$ cat config.mk
export PLATFORM = sky130hd
export DESIGN_NAME = determinant_orbital_create_destroy_flat
export DESIGN_NICKNAME = d
export VERILOG_FILES = /design/src/rtl/doc_pkg.sv /design/src/rtl/doc_if.sv /design/src/rtl/doc_ctrl.sv /design/src/rtl/doc_dpath.sv /design/src/rtl/determinant_orbital_create_destroy.sv /design/src/flat_wrapper.sv
export SDC_FILE = /design/constraint.sdc
export NUM_CORES = 1
export LEC_CHECK = 0
export BUFFER_PORTS_ARGS = -buffer_cell sky130_fd_sc_hd__buf_2
export CORE_UTILIZATION = 40
export CTS_CLUSTER_DIAMETER = 200
export CTS_CLUSTER_SIZE = 14
export DETAILED_ROUTE_END_ITERATION = 7
export HOLD_SLACK_MARGIN = 0.08
export PLACE_DENSITY = 0.59
export SLEW_MARGIN = 0
export SYNTH_ARGS = -nofsm -noshare
export SYNTH_HDL_FRONTEND = slang
export SYNTH_SLANG_ARGS = --single-unit
$ cat constraint.sdc
create_clock -name clk -period 5.75 [get_ports clk]
set_input_delay 1.15 -clock clk [delete_from_list [all_inputs] [get_ports clk]]
set_output_delay 1.15 -clock clk [all_outputs]
set_load 0.01 [all_outputs]
$ cat src/rtl/doc_pkg.sv
`default_nettype none

package doc_pkg;

  // Sizing of the two orbital lists.
  localparam int MAX_PER_SPIN = 32;
  localparam int MAX_BASIS    = 255;
  localparam int ORB_W        = 8;
  localparam int ADDR_W       = (MAX_PER_SPIN > 1) ? $clog2(MAX_PER_SPIN) : 1;
  localparam int CNT_W        = $clog2(MAX_PER_SPIN + 1);
  localparam int MEM_DEPTH    = 2 ** (ADDR_W + 1);

  // Item and configuration widths.
  localparam int ORBITAL_W = 9;
  localparam int CFG_W     = 8;
  localparam int REG_IDX_W = 2;

  // Configuration register indexes.
  localparam logic [REG_IDX_W-1:0] REG_ELECTRON_COUNT = 2'd0;
  localparam logic [REG_IDX_W-1:0] REG_BASIS_SIZE     = 2'd1;
  localparam logic [REG_IDX_W-1:0] REG_SPIN_EXCESS    = 2'd2;

  // Operation codes.
  localparam logic FUNC_CREATE  = 1'b0;
  localparam logic FUNC_DESTROY = 1'b1;

  // Phase values.
  localparam logic signed [1:0] PHASE_ZERO = 2'sb00;
  localparam logic signed [1:0] PHASE_POS  = 2'sb01;
  localparam logic signed [1:0] PHASE_NEG  = 2'sb11;

  typedef enum logic [1:0] {
    ST_OK      = 2'd0,
    ST_INVALID = 2'd1,
    ST_FULL    = 2'd2,
    ST_EMPTY   = 2'd3
  } status_t;

  // List memory write source.
  typedef enum logic [1:0] {
    WR_NONE,
    WR_ITEM,
    WR_CARRY,
    WR_BACK
  } wr_sel_t;

  // Count update.
  typedef enum logic [1:0] {
    CNT_HOLD,
    CNT_INC,
    CNT_DEC
  } cnt_op_t;

  // Commands from the controller to the datapath.
  typedef struct packed {
    logic    load;
    logic    walk_start;
    logic    advance;
    logic    take_carry;
    wr_sel_t wr_sel;
    cnt_op_t cnt_op;
  } cmd_t;

  // Status from the datapath to the controller.
  typedef struct packed {
    logic invalid;
    logic full;
    logic empty;
    logic destroy;
    logic at_end;
    logic hit;
    logic below;
    logic odd;
  } stat_t;

endpackage

`default_nettype wire

$ cat src/rtl/doc_if.sv
`default_nettype none

// Request channel: one create or destroy operation per transfer.
interface doc_in_if;
  import doc_pkg::*;
  logic                        valid;
  logic                        ready;
  logic                        func;
  logic signed [ORBITAL_W-1:0] orbital;

  modport source (output valid, output func, output orbital, input ready);
  modport sink (input valid, input func, input orbital, output ready);
endinterface

// Result channel: status and phase of one operation per transfer.
interface doc_out_if;
  logic              valid;
  logic              ready;
  logic [1:0]        status;
  logic signed [1:0] phase;

  modport source (output valid, output status, output phase, input ready);
  modport sink (input valid, input status, input phase, output ready);
endinterface

`default_nettype wire

$ cat src/rtl/doc_ctrl.sv
`default_nettype none

module doc_ctrl (
  input  wire logic              clk,
  input  wire logic              rst,
  input  wire logic              in_valid,
  output logic                   in_ready,
  output logic                   out_valid,
  input  wire logic              out_ready,
  output logic [1:0]             status,
  output logic signed [1:0]      phase,
  input  wire doc_pkg::stat_t    stat,
  output doc_pkg::cmd_t          cmd
);
  import doc_pkg::*;

  typedef enum logic [2:0] {
    S_IDLE,
    S_EVAL,
    S_SCAN,
    S_SHIFT,
    S_REPORT
  } state_t;

  state_t            state, state_next;
  status_t           pend_status, pend_status_next;
  logic signed [1:0] pend_phase, pend_phase_next;
  logic              out_free;
  logic signed [1:0] ins_phase;

  assign in_ready  = (state == S_IDLE);
  assign out_free  = !out_valid || out_ready;
  // Sign of an insertion at the current position: even position is positive.
  assign ins_phase = stat.odd ? PHASE_NEG : PHASE_POS;

  // Next state and commands.
  always_comb begin
    cmd              = '0;
    cmd.wr_sel       = WR_NONE;
    cmd.cnt_op       = CNT_HOLD;
    state_next       = state;
    pend_status_next = pend_status;
    pend_phase_next  = pend_phase;
    unique case (state)
      S_IDLE: begin
        if (in_valid) begin
          cmd.load   = 1'b1;
          state_next = S_EVAL;
        end
      end
      S_EVAL: begin
        pend_status_next = ST_OK;
        pend_phase_next  = PHASE_ZERO;
        if (stat.invalid) begin
          pend_status_next = ST_INVALID;
          state_next       = S_REPORT;
        end else if (!stat.destroy && stat.full) begin
          pend_status_next = ST_FULL;
          state_next       = S_REPORT;
        end else if (stat.destroy && stat.empty) begin
          pend_status_next = ST_EMPTY;
          state_next       = S_REPORT;
        end else begin
          cmd.walk_start = 1'b1;
          state_next     = S_SCAN;
        end
      end
      S_SCAN: begin
        if (!stat.destroy) begin
          // Create: look for an equal entry, the first smaller entry or the end of the list.
          if (stat.at_end) begin
            cmd.wr_sel      = WR_ITEM;
            cmd.cnt_op      = CNT_INC;
            pend_phase_next = ins_phase;
            state_next      = S_REPORT;
          end else if (stat.hit) begin
            state_next = S_REPORT;
          end else if (stat.below) begin
            cmd.wr_sel      = WR_ITEM;
            cmd.take_carry  = 1'b1;
            cmd.advance     = 1'b1;
            pend_phase_next = ins_phase;
            state_next      = S_SHIFT;
          end else begin
            cmd.advance = 1'b1;
          end
        end else begin
          // Destroy: look for an equal entry.
          if (stat.at_end) begin
            state_next = S_REPORT;
          end else if (stat.hit) begin
            cmd.advance     = 1'b1;
            pend_phase_next = PHASE_POS;
            state_next      = S_SHIFT;
          end else begin
            cmd.advance = 1'b1;
          end
        end
      end
      S_SHIFT: begin
        if (!stat.destroy) begin
          // Create: push the displaced entries up by one place.
          cmd.wr_sel = WR_CARRY;
          if (stat.at_end) begin
            cmd.cnt_op = CNT_INC;
            state_next = S_REPORT;
          end else begin
            cmd.take_carry = 1'b1;
            cmd.advance    = 1'b1;
          end
        end else begin
          // Destroy: pull the following entries down by one place.
          if (stat.at_end) begin
            cmd.cnt_op = CNT_DEC;
            state_next = S_REPORT;
          end else begin
            cmd.wr_sel  = WR_BACK;
            cmd.advance = 1'b1;
          end
        end
      end
      S_REPORT: begin
        if (out_free) begin
          state_next = S_IDLE;
        end
      end
      default: begin
        state_next = S_IDLE;
      end
    endcase
  end

  // State, pending result and the output register.
  always_ff @(posedge clk) begin
    pend_status <= pend_status_next;
    pend_phase  <= pend_phase_next;
    if (rst) begin
      state     <= S_IDLE;
      out_valid <= 1'b0;
    end else begin
      state <= state_next;
      if (state == S_REPORT && out_free) begin
        out_valid <= 1'b1;
        status    <= pend_status;
        phase     <= pend_phase;
      end else if (out_ready) begin
        out_valid <= 1'b0;
      end
    end
  end

endmodule

`default_nettype wire

$ cat src/rtl/doc_dpath.sv
`default_nettype none

module doc_dpath (
  input  wire logic                                 clk,
  input  wire logic                                 rst,
  input  wire logic                                 cfg_we,
  input  wire logic [doc_pkg::REG_IDX_W-1:0]        cfg_index,
  input  wire logic [doc_pkg::CFG_W-1:0]            cfg_data,
  input  wire logic                                 func,
  input  wire logic signed [doc_pkg::ORBITAL_W-1:0] orbital,
  input  wire doc_pkg::cmd_t                        cmd,
  output doc_pkg::stat_t                            stat
);
  import doc_pkg::*;

  // Configuration registers.
  logic [6:0]                  electron_count;
  logic [7:0]                  basis_size;
  logic signed [7:0]           spin_excess;

  // Latched item.
  logic                        item_func;
  logic signed [ORBITAL_W-1:0] item_orb;

  // List state.
  logic [ORB_W-1:0]            list_mem [MEM_DEPTH];
  logic [CNT_W-1:0]            alpha_count;
  logic [CNT_W-1:0]            beta_count;
  logic [ORB_W-1:0]            rdata;
  logic [ORB_W-1:0]            carry;
  logic [CNT_W-1:0]            ptr;

  logic                        is_alpha;
  logic [ORBITAL_W-1:0]        mag;
  logic [ORB_W-1:0]            mag_key;
  logic signed [9:0]           cap_sum;
  logic [7:0]                  cap_half;
  logic [7:0]                  capacity;
  logic [CNT_W-1:0]            count;
  logic [CNT_W-1:0]            ptr_inc;
  logic [CNT_W-1:0]            ptr_dec;
  logic [ADDR_W-1:0]           rd_idx;
  logic [ADDR_W-1:0]           wr_idx;
  logic [ORB_W-1:0]            wr_data;

  // Orbital decode: sign picks the list, magnitude is the key.
  assign is_alpha = !item_orb[ORBITAL_W-1] && (item_orb != '0);
  assign mag      = item_orb[ORBITAL_W-1] ? ORBITAL_W'(-item_orb) : ORBITAL_W'(item_orb);
  assign mag_key  = mag[ORB_W-1:0];
  assign count    = is_alpha ? alpha_count : beta_count;

  // Per-spin capacity: half the electron sum, clamped to the list size.
  assign cap_sum  = is_alpha
                  ? ($signed({3'b000, electron_count}) + 10'(spin_excess))
                  : ($signed({3'b000, electron_count}) - 10'(spin_excess));
  assign cap_half = cap_sum[8:1];
  always_comb begin
    if (cap_sum[9] || cap_sum == '0) begin
      capacity = '0;
    end else if (cap_half > 8'(MAX_PER_SPIN)) begin
      capacity = 8'(MAX_PER_SPIN);
    end else begin
      capacity = cap_half;
    end
  end

  // Status toward the controller.
  always_comb begin
    stat.invalid = (item_orb == '0) || (mag > {1'b0, basis_size})
                || (32'(mag) > MAX_BASIS);
    stat.full    = 8'(count) >= capacity;
    stat.empty   = (count == '0);
    stat.destroy = (item_func == FUNC_DESTROY);
    stat.at_end  = (ptr == count);
    stat.hit     = (rdata == mag_key);
    stat.below   = (rdata < mag_key);
    stat.odd     = ptr[0];
  end

  // Walk addresses: read one ahead of the current position.
  assign ptr_inc = ptr + CNT_W'(1);
  assign ptr_dec = ptr - CNT_W'(1);
  assign rd_idx  = cmd.walk_start ? '0 : ptr_inc[ADDR_W-1:0];
  assign wr_idx  = (cmd.wr_sel == WR_BACK) ? ptr_dec[ADDR_W-1:0] : ptr[ADDR_W-1:0];

  always_comb begin
    case (cmd.wr_sel)
      WR_ITEM:  wr_data = mag_key;
      WR_CARRY: wr_data = carry;
      default:  wr_data = rdata;
    endcase
  end

  // List memory: one write and one registered read per cycle.
  always_ff @(posedge clk) begin
    if (cmd.wr_sel != WR_NONE) begin
      list_mem[{!is_alpha, wr_idx}] <= wr_data;
    end
    rdata <= list_mem[{!is_alpha, rd_idx}];
  end

  // Item, walk position and carried entry.
  always_ff @(posedge clk) begin
    if (cmd.load) begin
      item_func <= func;
      item_orb  <= orbital;
    end
    if (cmd.walk_start) begin
      ptr <= '0;
    end else if (cmd.advance) begin
      ptr <= ptr_inc;
    end
    if (cmd.take_carry) begin
      carry <= rdata;
    end
  end

  // Configuration registers and list counts.
  always_ff @(posedge clk) begin
    if (rst) begin
      electron_count <= '0;
      basis_size     <= 8'd255;
      spin_excess    <= '0;
      alpha_count    <= '0;
      beta_count     <= '0;
    end else begin
      if (cfg_we) begin
        unique case (cfg_index)
          REG_ELECTRON_COUNT: electron_count <= cfg_data[6:0];
          REG_BASIS_SIZE:     basis_size     <= cfg_data;
          REG_SPIN_EXCESS:    spin_excess    <= $signed(cfg_data);
          default: ;
        endcase
      end
      case (cmd.cnt_op)
        CNT_INC: begin
          if (is_alpha) alpha_count <= alpha_count + CNT_W'(1);
          else          beta_count  <= beta_count + CNT_W'(1);
        end
        CNT_DEC: begin
          if (is_alpha) alpha_count <= alpha_count - CNT_W'(1);
          else          beta_count  <= beta_count - CNT_W'(1);
        end
        default: ;
      endcase
    end
  end

endmodule

`default_nettype wire

$ cat src/rtl/determinant_orbital_create_destroy.sv
// Occupied-orbital lists of one determinant with create and destroy operations.
// Each transfer on item asks to create (func 0) or destroy (func 1) one orbital;
// a positive orbital addresses the alpha list, a negative one the beta list.
// Every item gives exactly one transfer on result: status 0 ok, 1 invalid
// orbital, 2 list full, 3 list empty, and phase +1/-1 for a create (-1 when the
// number of larger occupied orbitals is odd), +1 for a successful destroy, else 0.
// Items are handled one at a time. A rejected item passes from its transfer
// through the evaluate and report states to its result; an item that walks a
// list steps through its entries in turn, as the list memory is read and
// rewritten one entry per cycle.
// The next item is taken while a result still waits in the output register.
// Lists are empty after reset; configuration is written through cfg_we, cfg_index
// and cfg_data; the user must write it only while the block is idle, as the block does not enforce this.
`default_nettype none

module determinant_orbital_create_destroy (
  input  wire logic                          clk,
  input  wire logic                          rst,
  input  wire logic                          cfg_we,
  input  wire logic [doc_pkg::REG_IDX_W-1:0] cfg_index,
  input  wire logic [doc_pkg::CFG_W-1:0]     cfg_data,
  doc_in_if.sink                             item,
  doc_out_if.source                          result
);
  import doc_pkg::*;

  cmd_t  cmd;
  stat_t stat;

  doc_ctrl u_ctrl (
    .clk       (clk),
    .rst       (rst),
    .in_valid  (item.valid),
    .in_ready  (item.ready),
    .out_valid (result.valid),
    .out_ready (result.ready),
    .status    (result.status),
    .phase     (result.phase),
    .stat      (stat),
    .cmd       (cmd)
  );

  doc_dpath u_dpath (
    .clk       (clk),
    .rst       (rst),
    .cfg_we    (cfg_we),
    .cfg_index (cfg_index),
    .cfg_data  (cfg_data),
    .func      (item.func),
    .orbital   (item.orbital),
    .cmd       (cmd),
    .stat      (stat)
  );

endmodule

`default_nettype wire

$ cat src/flat_wrapper.sv
// flat-port wrapper written by rule: the top's interface ports become plain ports
module determinant_orbital_create_destroy_flat import doc_pkg::*;
  (clk, rst, cfg_we, cfg_index, cfg_data, item_valid, item_func, item_orbital, item_ready, result_valid, result_status, result_phase, result_ready);
  doc_in_if item_i ();
  doc_out_if result_i ();
  input  wire logic clk;
  input  wire logic rst;
  input  wire logic cfg_we;
  input  wire logic [doc_pkg::REG_IDX_W-1:0] cfg_index;
  input  wire logic [doc_pkg::CFG_W-1:0] cfg_data;
  input wire logic [$bits(item_i.valid)-1:0] item_valid;
  input wire logic [$bits(item_i.func)-1:0] item_func;
  input wire logic [$bits(item_i.orbital)-1:0] item_orbital;
  output wire logic [$bits(item_i.ready)-1:0] item_ready;
  output wire logic [$bits(result_i.valid)-1:0] result_valid;
  output wire logic [$bits(result_i.status)-1:0] result_status;
  output wire logic [$bits(result_i.phase)-1:0] result_phase;
  input wire logic [$bits(result_i.ready)-1:0] result_ready;
  assign item_i.valid = item_valid;
  assign item_i.func = item_func;
  assign item_i.orbital = item_orbital;
  assign item_ready = item_i.ready;
  assign result_valid = result_i.valid;
  assign result_status = result_i.status;
  assign result_phase = result_i.phase;
  assign result_i.ready = result_ready;
  determinant_orbital_create_destroy u_core (.clk(clk), .rst(rst), .cfg_we(cfg_we), .cfg_index(cfg_index), .cfg_data(cfg_data), .item(item_i), .result(result_i));
endmodule
==> run_results.csv, run 1 <==
group,metric,value,unit
placement,detailed_place.area,0.02811,mm2
cells_and_area,utilization,47.20,%
cells_and_area,n_fill_cell,5537,
clocking,postCtsHoldBufs,0,
critical_path,critPathKind,"flop to flop",
floorplan,start_util,40.62,%
clocking,worstSkewPairLatency,0.61,ns
drt,firstDrtPassIters,7,
drt,wire_per_inst,24.49,um
grt,grt_use_total,21.03,%
power,pwr-share-seq,35.5,%
cells_and_area,num_antenna_cells,0,
placement,port_buffers,30,
clocking,cts_buffers,48,
worst_hold_path,hp-start,"u_core.u_ctrl.pend_status[1]",
critical_path,arrival,6.07,ns
power,total_power,0.01577,W
floorplan,row_count,92,
synthesis,syn_inst,1800,
cells_and_area,final_common_cell,"edfxtp_1",
drt,drc,0,
timing,min_period,5.574,ns
power,clockPowerShare,19.5,%
grt,grt_pass1_vias,16140,
floorplan,core,0.06331,mm2
timing,rsz0062_at_grt,"yes",
cells_and_area,fin_area,0.02988,mm2
critical_path,crit_family,"compound AO/OA/AOI/OAI gates",
power,power_density,527.6,mW/mm2
power,power.leakage,10.24,nW
cells_and_area,multi_input_area,0.008238,mm2
synthesis,seq_area_frac_synth,66.94,%
run_status,status,"completed",
drt,vias_per_cell,5.748,
critical_path,slowest_stage,"or4b_4",
critical_path,worstRegToRegCells,26,
drt,drt_iter0_markers,1642,
timing,setup_viol,0,
critical_path,cp-end-kind,"flop",
power,comb_power_share,45.0,%
drt,vias,16310,
synthesis,ys_async_sr_fraction,0,%
critical_path,regToRegEndpoint,"u_core.u_dpath.rdata[7]",
timing,slew_violations,0,
synthesis,ys_ff_latch,591,
cells_and_area,nNetsFinal,2037,
worst_hold_path,hold_class,"flop to flop",
placement,place.gp.congestion,0.9670,
critical_path,max_stage_delay,0.47,ns
placement,hpwl,44.07,mm
timing,timing.fmax,179.4,MHz
critical_path,cp_data_required_time,6.25,ns
placement,dp.cells,2739,
drt,drt_wl_total,69.48,mm
clocking,cts_num_sinks,591,
critical_path,cp-start-kind,"flop",
cells_and_area,layout_common_cells,"edfxtp_1 (538), buf_4 (171), nor2_1 (157), nand2_1 (135), a21oi_1 (68)",
floorplan,die_area,0.06531,mm2
timing,max_slew.worst_pin.slew,1.460,ns
cells_and_area,area_growth,16.20,%
worst_hold_path,min_to,"u_core.u_ctrl.status[1]",
critical_path,cpMostUsedCell,"buf_6",
grt,grt_max_degree,68,
floorplan,io_pins,31,
critical_path,crit_buf_inv,5,
timing,hold_viol,0,
synthesis,synth_edf_count,538,
critical_path,worstPathMaxFanout,6,
critical_path,timing.rr.start,"u_core.u_dpath.item_orb[4]",
clocking,clk_pin_slew_worst_paths,0.07,ns
timing,fin_skew,0.01944,ns
power,peakVddDrop,0.3338,mV
grt,grt_antenna_before_repair,1,
cells_and_area,drive_above_1_share,21.75,%
cells_and_area,fin_cells,2837,
floorplan,die_y,255.6,um
grt,grt_pass1_wl,103.3,mm
grt,grt_overflow,0,
job,max_cap_viol_count,0,
synthesis,synth_area_per_cell,14.29,um2
clocking,cts_tree,"done",
clocking,cts_max_path_buffers,3,
floorplan,chipWidth,255.6,um
drt,ant_nets,0,
worst_hold_path,hold_depth,0,
timing,tns,0,ns
power,power_switching,0.006286,W
synthesis,synth_top_flop_cell,"edfxtp_1",
timing,slew_headroom,2.327,%
timing,fin_crit_sh,96.94,%
synthesis,syn_nets,1875,
power,internal-power,0.009483,W
synthesis,ys_warn_count,0,
clocking,htree_levels,2,
synthesis,synth_cell_types,82,
cells_and_area,seq_area,0.01722,mm2
synthesis,synthesis.area,0.02572,mm2
critical_path,r2r_slack,0.18,ns
clocking,clockRootBuffer,"clkbuf_16",
power,swShare,39.86,%
==> cells in the mapped netlist, types with 4 or more instances <==
master       n  area share (%)
mux2i_1     61             2.4
or4b_1       4            0.16
nor4_1       4           0.097
nor2_1     164             2.4
a22oi_1     19            0.55
a2bb2oi_1    5            0.17
mux4_2      66             5.8
ha_1        47             2.3
o21bai_1     4            0.12
a32o_1       5            0.19
and3_1      14            0.34
a31oi_1     19            0.46
dfxtp_1     53             4.1
a2111oi_0    6            0.20
nor3b_1      5            0.15
nand3_1     34            0.66
buf_2       25            0.49
a221o_1      4            0.16
nand2b_1     7            0.17
o31a_1       6            0.20
o21a_1       8            0.23
nand2_1    140             2.0
a311oi_1     5            0.17
nor2b_1      6            0.15
o31ai_1     14            0.41
clkbuf_1    66            0.96
o21ai_0     76             1.5
xnor2_1     33             1.1
a211oi_1    23            0.67
a211o_1     11            0.37
buf_1       13            0.19
inv_1       49            0.72
or3_1        6            0.15
o211ai_1    14            0.41
edfxtp_1   538              63
a21o_1       8            0.23
nand4_1     11            0.27
mux2_2      13            0.57
a21oi_1     73             1.4
nor3_1      19            0.37
o22ai_1     12            0.29
xor2_1      14            0.48
a221oi_1    13            0.44
o21ai_1      8            0.16
and2_1       4           0.097
==> per-stage QoR <==
stage                     setup WS [ns]  hold WS (ns)
after floorplan                 -0.3937        0.4003
after detailed placement       -0.08606        0.4063
after global routing            -0.1773        0.4572
after global placement         -0.01060        0.4116
final                            0.1757        0.4214
after CTS                    0.00005551        0.4220
==> logic make-up after synthesis <==
kind of cell | Yosys count | synth area share [%]
AO/OA/AOI/OAI | 372 | 9.764
XOR/XNOR | 47 | 1.601
adder cells (fa/ha/maj) | 50 | 2.520
buffers and inverters | 160 | 2.593
flip-flops | 591 | 66.94
multiplexers | 141 | 8.776
AND/OR/NAND/NOR | 439 | 7.803
==> area by class of cell <==
cell class,instances,area share (%)
Clock buffer,76,4.442
Multi-Input combinational cell,1049,27.57
Clock inverter,3,0.2093
Sequential cell,591,57.62
Timing Repair Buffer,221,5.962
Inverter,51,0.6573
Tap cell,846,3.542
==> how the worst max path moves through the flow <==
stage                                          start                            end  depth (start not counted)
final                     u_core.u_dpath.item_orb[4]        u_core.u_dpath.rdata[7]                         26
after global routing      u_core.u_dpath.item_orb[4]        u_core.u_dpath.rdata[4]                         27
after CTS                 u_core.u_dpath.item_orb[2]        u_core.u_dpath.rdata[1]                         25
after detailed placement  u_core.u_dpath.item_orb[4]        u_core.u_dpath.rdata[7]                         27
after global placement    u_core.u_dpath.item_orb[4]        u_core.u_dpath.rdata[7]                         24
after floorplan           u_core.u_dpath.item_orb[0]  u_core.u_dpath.list_mem[0][5]                         17
==> state kept, by name, summed over array words and instances, names as in the netlist, 7 cells and up <==
signal                         flops
u_core.u_dpath.spin_excess         8
u_core.u_dpath.electron_count      7
u_core.u_dpath.rdata               8
u_core.u_dpath.basis_size          8
u_core.u_dpath.carry               8
u_core.u_dpath.item_orb            9
u_core.u_dpath.list_mem          512
==> repair_timing <==
| item | in CTS | in global routing |
|---|---|---|
| endpoints found under the hold margin | 0 | 0 |
| resized for setup | 6 | 63 |
| buffers inserted | 2 | 17 |
| gates cloned | 0 | 0 |
| setup endpoints to repair | 8 | 240 |
| pin swaps | 5 | 34 |
==> metal layers <==
layer	vias up	part of all wire, %	GRT usage (%)	wire, um
li1	7262	-	-	-
met1	8223	42	29.05	29430
met2	681	46	33.11	32300
met3	141	7.7	4.199	5350
met4	0	3.4	7.335	2393
met5	-	0	0	0
==> power by group through the flow <==
| stage | sequential, W | combinational, W | clock (W) |
|---|---|---|---|
| 2_1_floorplan | 0.00568 | 0.00400 | 0 |
| 3_3_place_gp | 0.00568 | 0.00671 | 0 |
| 5_1_grt | 0.00561 | 0.00748 | 0.00330 |
| 6_report | 0.00560 | 0.00709 | 0.00308 |
| 4_1_cts | 0.00559 | 0.00682 | 0.00315 |
| 3_5_place_dp | 0.00568 | 0.00677 | 0 |
(Power assumes the default switching activity.)
==> run 2, diff against run 1 <==
Settings changed: BUFFER_PORTS_ARGS -buffer_cell sky130_fd_sc_hd__buf_2 to -buffer_cell sky130_fd_sc_hd__buf_4.
==> run_results.csv, run 2 (synthesized netlist as in run 1, its figures left out) <==
group,metric,value,unit
run_status,status,"completed",
drt,firstDrtPassIters,7,
grt,grt_max_degree,126,
floorplan,chipWidth,255.6,um
critical_path,startpoint,"u_core.u_dpath.item_orb[2]",
drt,vias_per_cell,5.782,
cells_and_area,final_common_cell,"edfxtp_1",
job,max_cap_viol_count,0,
critical_path,cp-start-kind,"flop",
floorplan,row_count,92,
power,power.leakage,10.19,nW
clocking,cts_num_sinks,591,
power,peakVddDrop,0.3333,mV
timing,slew_headroom,6.595,%
timing,min_period,5.604,ns
timing,timing.hold.ws,0.4389,ns
clocking,clk_pin_slew_worst_paths,0.07,ns
cells_and_area,top_regs,"u_core.u_dpath.list_mem x512, u_core.u_dpath.item_orb x9",
floorplan,core,0.06331,mm2
timing,fin_ws,0.1460,ns
floorplan,die_area,0.06531,mm2
clocking,cts_tree,"done",
grt,grt_pass1_vias,16040,
timing,timing.fmax,178.4,MHz
cells_and_area,drive_above_1_share,20.98,%
timing,fin_skew,0.01904,ns
critical_path,r2r_slack,0.15,ns
critical_path,worstRegToRegCells,24,
critical_path,critPathKind,"flop to flop",
power,total_power,0.01568,W
critical_path,arrival,6.11,ns
grt,grt_antenna_before_repair,2,
grt,grt_use_total,21.06,%
placement,port_buffers,30,
cells_and_area,nNetsFinal,2019,
cells_and_area,num_antenna_cells,0,
timing,tns,0,ns
clocking,worstSkewPairLatency,0.61,ns
timing,slew_violations,0,
floorplan,start_util,40.62,%
timing,setup_viol,0,
placement,hpwl,44.28,mm
grt,grt_overflow,0,
timing,max_slew.worst_pin.slew,1.396,ns
critical_path,crit_end,"u_core.u_dpath.rdata[1]",
timing,hold_viol,0,
clocking,cts_max_path_buffers,3,
floorplan,die_y,255.6,um
cells_and_area,area_growth,16.19,%
drt,ant_nets,0,
clocking,cts_buffers,48,
worst_hold_path,hold_class,"flop to flop",
cells_and_area,fin_cells,2819,
cells_and_area,layout_common_cells,"edfxtp_1 (538), buf_4 (179), nor2_1 (160), nand2_1 (139), a21oi_1 (68)",
cells_and_area,largest_register,"u_core.u_dpath.list_mem",
grt,grt_pass1_wl,104.0,mm
critical_path,cp_data_required_time,6.25,ns
critical_path,timing.rr.start,"u_core.u_dpath.item_orb[2]",
critical_path,cp-end-kind,"flop",
critical_path,worstPathMaxFanout,5,
placement,pre_cts_ws,-0.2340,ns
clocking,clockRootBuffer,"clkbuf_16",
placement,place.gp.congestion,0.9769,
drt,drt_wl_total,70.11,mm
cells_and_area,largest_reg_flops,512,
floorplan,io_pins,31,
drt,vias,16300,
placement,dp.cells,2728,
critical_path,regToRegEndpoint,"u_core.u_dpath.rdata[1]",
timing,fin_crit_sh,97.46,%
power,power_density,524.7,mW/mm2
clocking,htree_levels,2,
drt,wire_per_inst,24.87,um
drt,drt_iter0_markers,1817,
drt,drc,0,
==> run 2: layout make-up <==
| cell class | count | area (um2) |
|---|---|---|
| sequential | 591 | 17220 |
| fill | 5507 | 33430 |
| multi-input combinational | 1049 | 8300 |
| clock inverter | 4 | 63.81 |
| clock buffer | 75 | 1303 |
| tap | 846 | 1059 |
| inverter | 51 | 196.4 |
| timing repair buffer | 203 | 1740 |
==> run 2: repair_timing <==
| action | CTS | global route |
|---|---|---|
| pin swaps | 3 | 40 |
| buffers inserted | 2 | 10 |
| endpoints found under the setup margin | 9 | 20 |
| hold buffers | 0 | 0 |
| resized for setup | 7 | 68 |
==> run 2: worst min-delay path by stage <==
stage,slack [ns],start,cells after the start,endpoint
after floorplan,0.40,u_core.u_ctrl.pend_phase[0],0,u_core.u_ctrl.phase[0]
after global placement,0.41,u_core.u_ctrl.pend_phase[1],0,u_core.u_ctrl.phase[1]
after detailed placement,0.42,u_core.u_ctrl.pend_phase[0],0,u_core.u_ctrl.phase[0]
after CTS,0.44,u_core.u_ctrl.pend_phase[0],0,u_core.u_ctrl.phase[0]
after global routing,0.45,u_core.u_ctrl.pend_status[0],0,u_core.u_ctrl.status[0]
final,0.44,u_core.u_ctrl.pend_status[0],0,u_core.u_ctrl.status[0]
==> run 2: routing by layer <==
| metal | global-route usage, % | part of all wire [%] | vias up |
|---|---|---|---|
| li1 | - | - | 7208 |
| met3 | 3.902 | 7.8 | 122 |
| met5 | 0 | 0.017 | - |
| met2 | 33.12 | 47 | 668 |
| met1 | 29.59 | 42 | 8299 |
| met4 | 6.737 | 2.9 | 2 |
==> run 2: metrics by stage <==
| stage | area [um2] | util [%] |
|---|---|---|
| 2_1_floorplan | 25730 | - |
| 3_3_place_gp | 28070 | 44.34 |
| 3_5_place_dp | 28070 | 44.34 |
| 4_1_cts | 29480 | 46.56 |
| 5_1_grt | 29880 | 47.20 |
| 6_report | 29880 | 47.20 |
==> run 2: critical path, cell delays in order (launching register included) <==
cell,delay [ns]
edfxtp_1,0.44
nor4_4,0.37
buf_4,0.18
a31oi_4,0.09
nor2_2,0.13
xor2_1,0.17
ha_1,0.27
buf_4,0.17
a21oi_4,0.17
o21ai_2,0.08
a21oi_2,0.24
xor2_2,0.24
a211oi_4,0.11
or4b_4,0.56
ha_4,0.29
a2111oi_4,0.05
o31a_1,0.40
buf_6,0.16
o21ai_4,0.26
buf_6,0.15
o21ai_4,0.07
buf_4,0.20
a221oi_1,0.33
o21ai_1,0.14
a32o_1,0.23
==> run 2: report_power, final <==
part / switching [W] / total (W) / leakage [nW] / internal (W)
combinational: 0.00458 / 0.00697 / 4.25 / 0.00239
sequential: 0.000206 / 0.00564 / 5.29 / 0.00543
clock: 0.00151 / 0.00307 / 0.651 / 0.00156
total: 0.00629 / 0.0157 / 10.2 / 0.00939
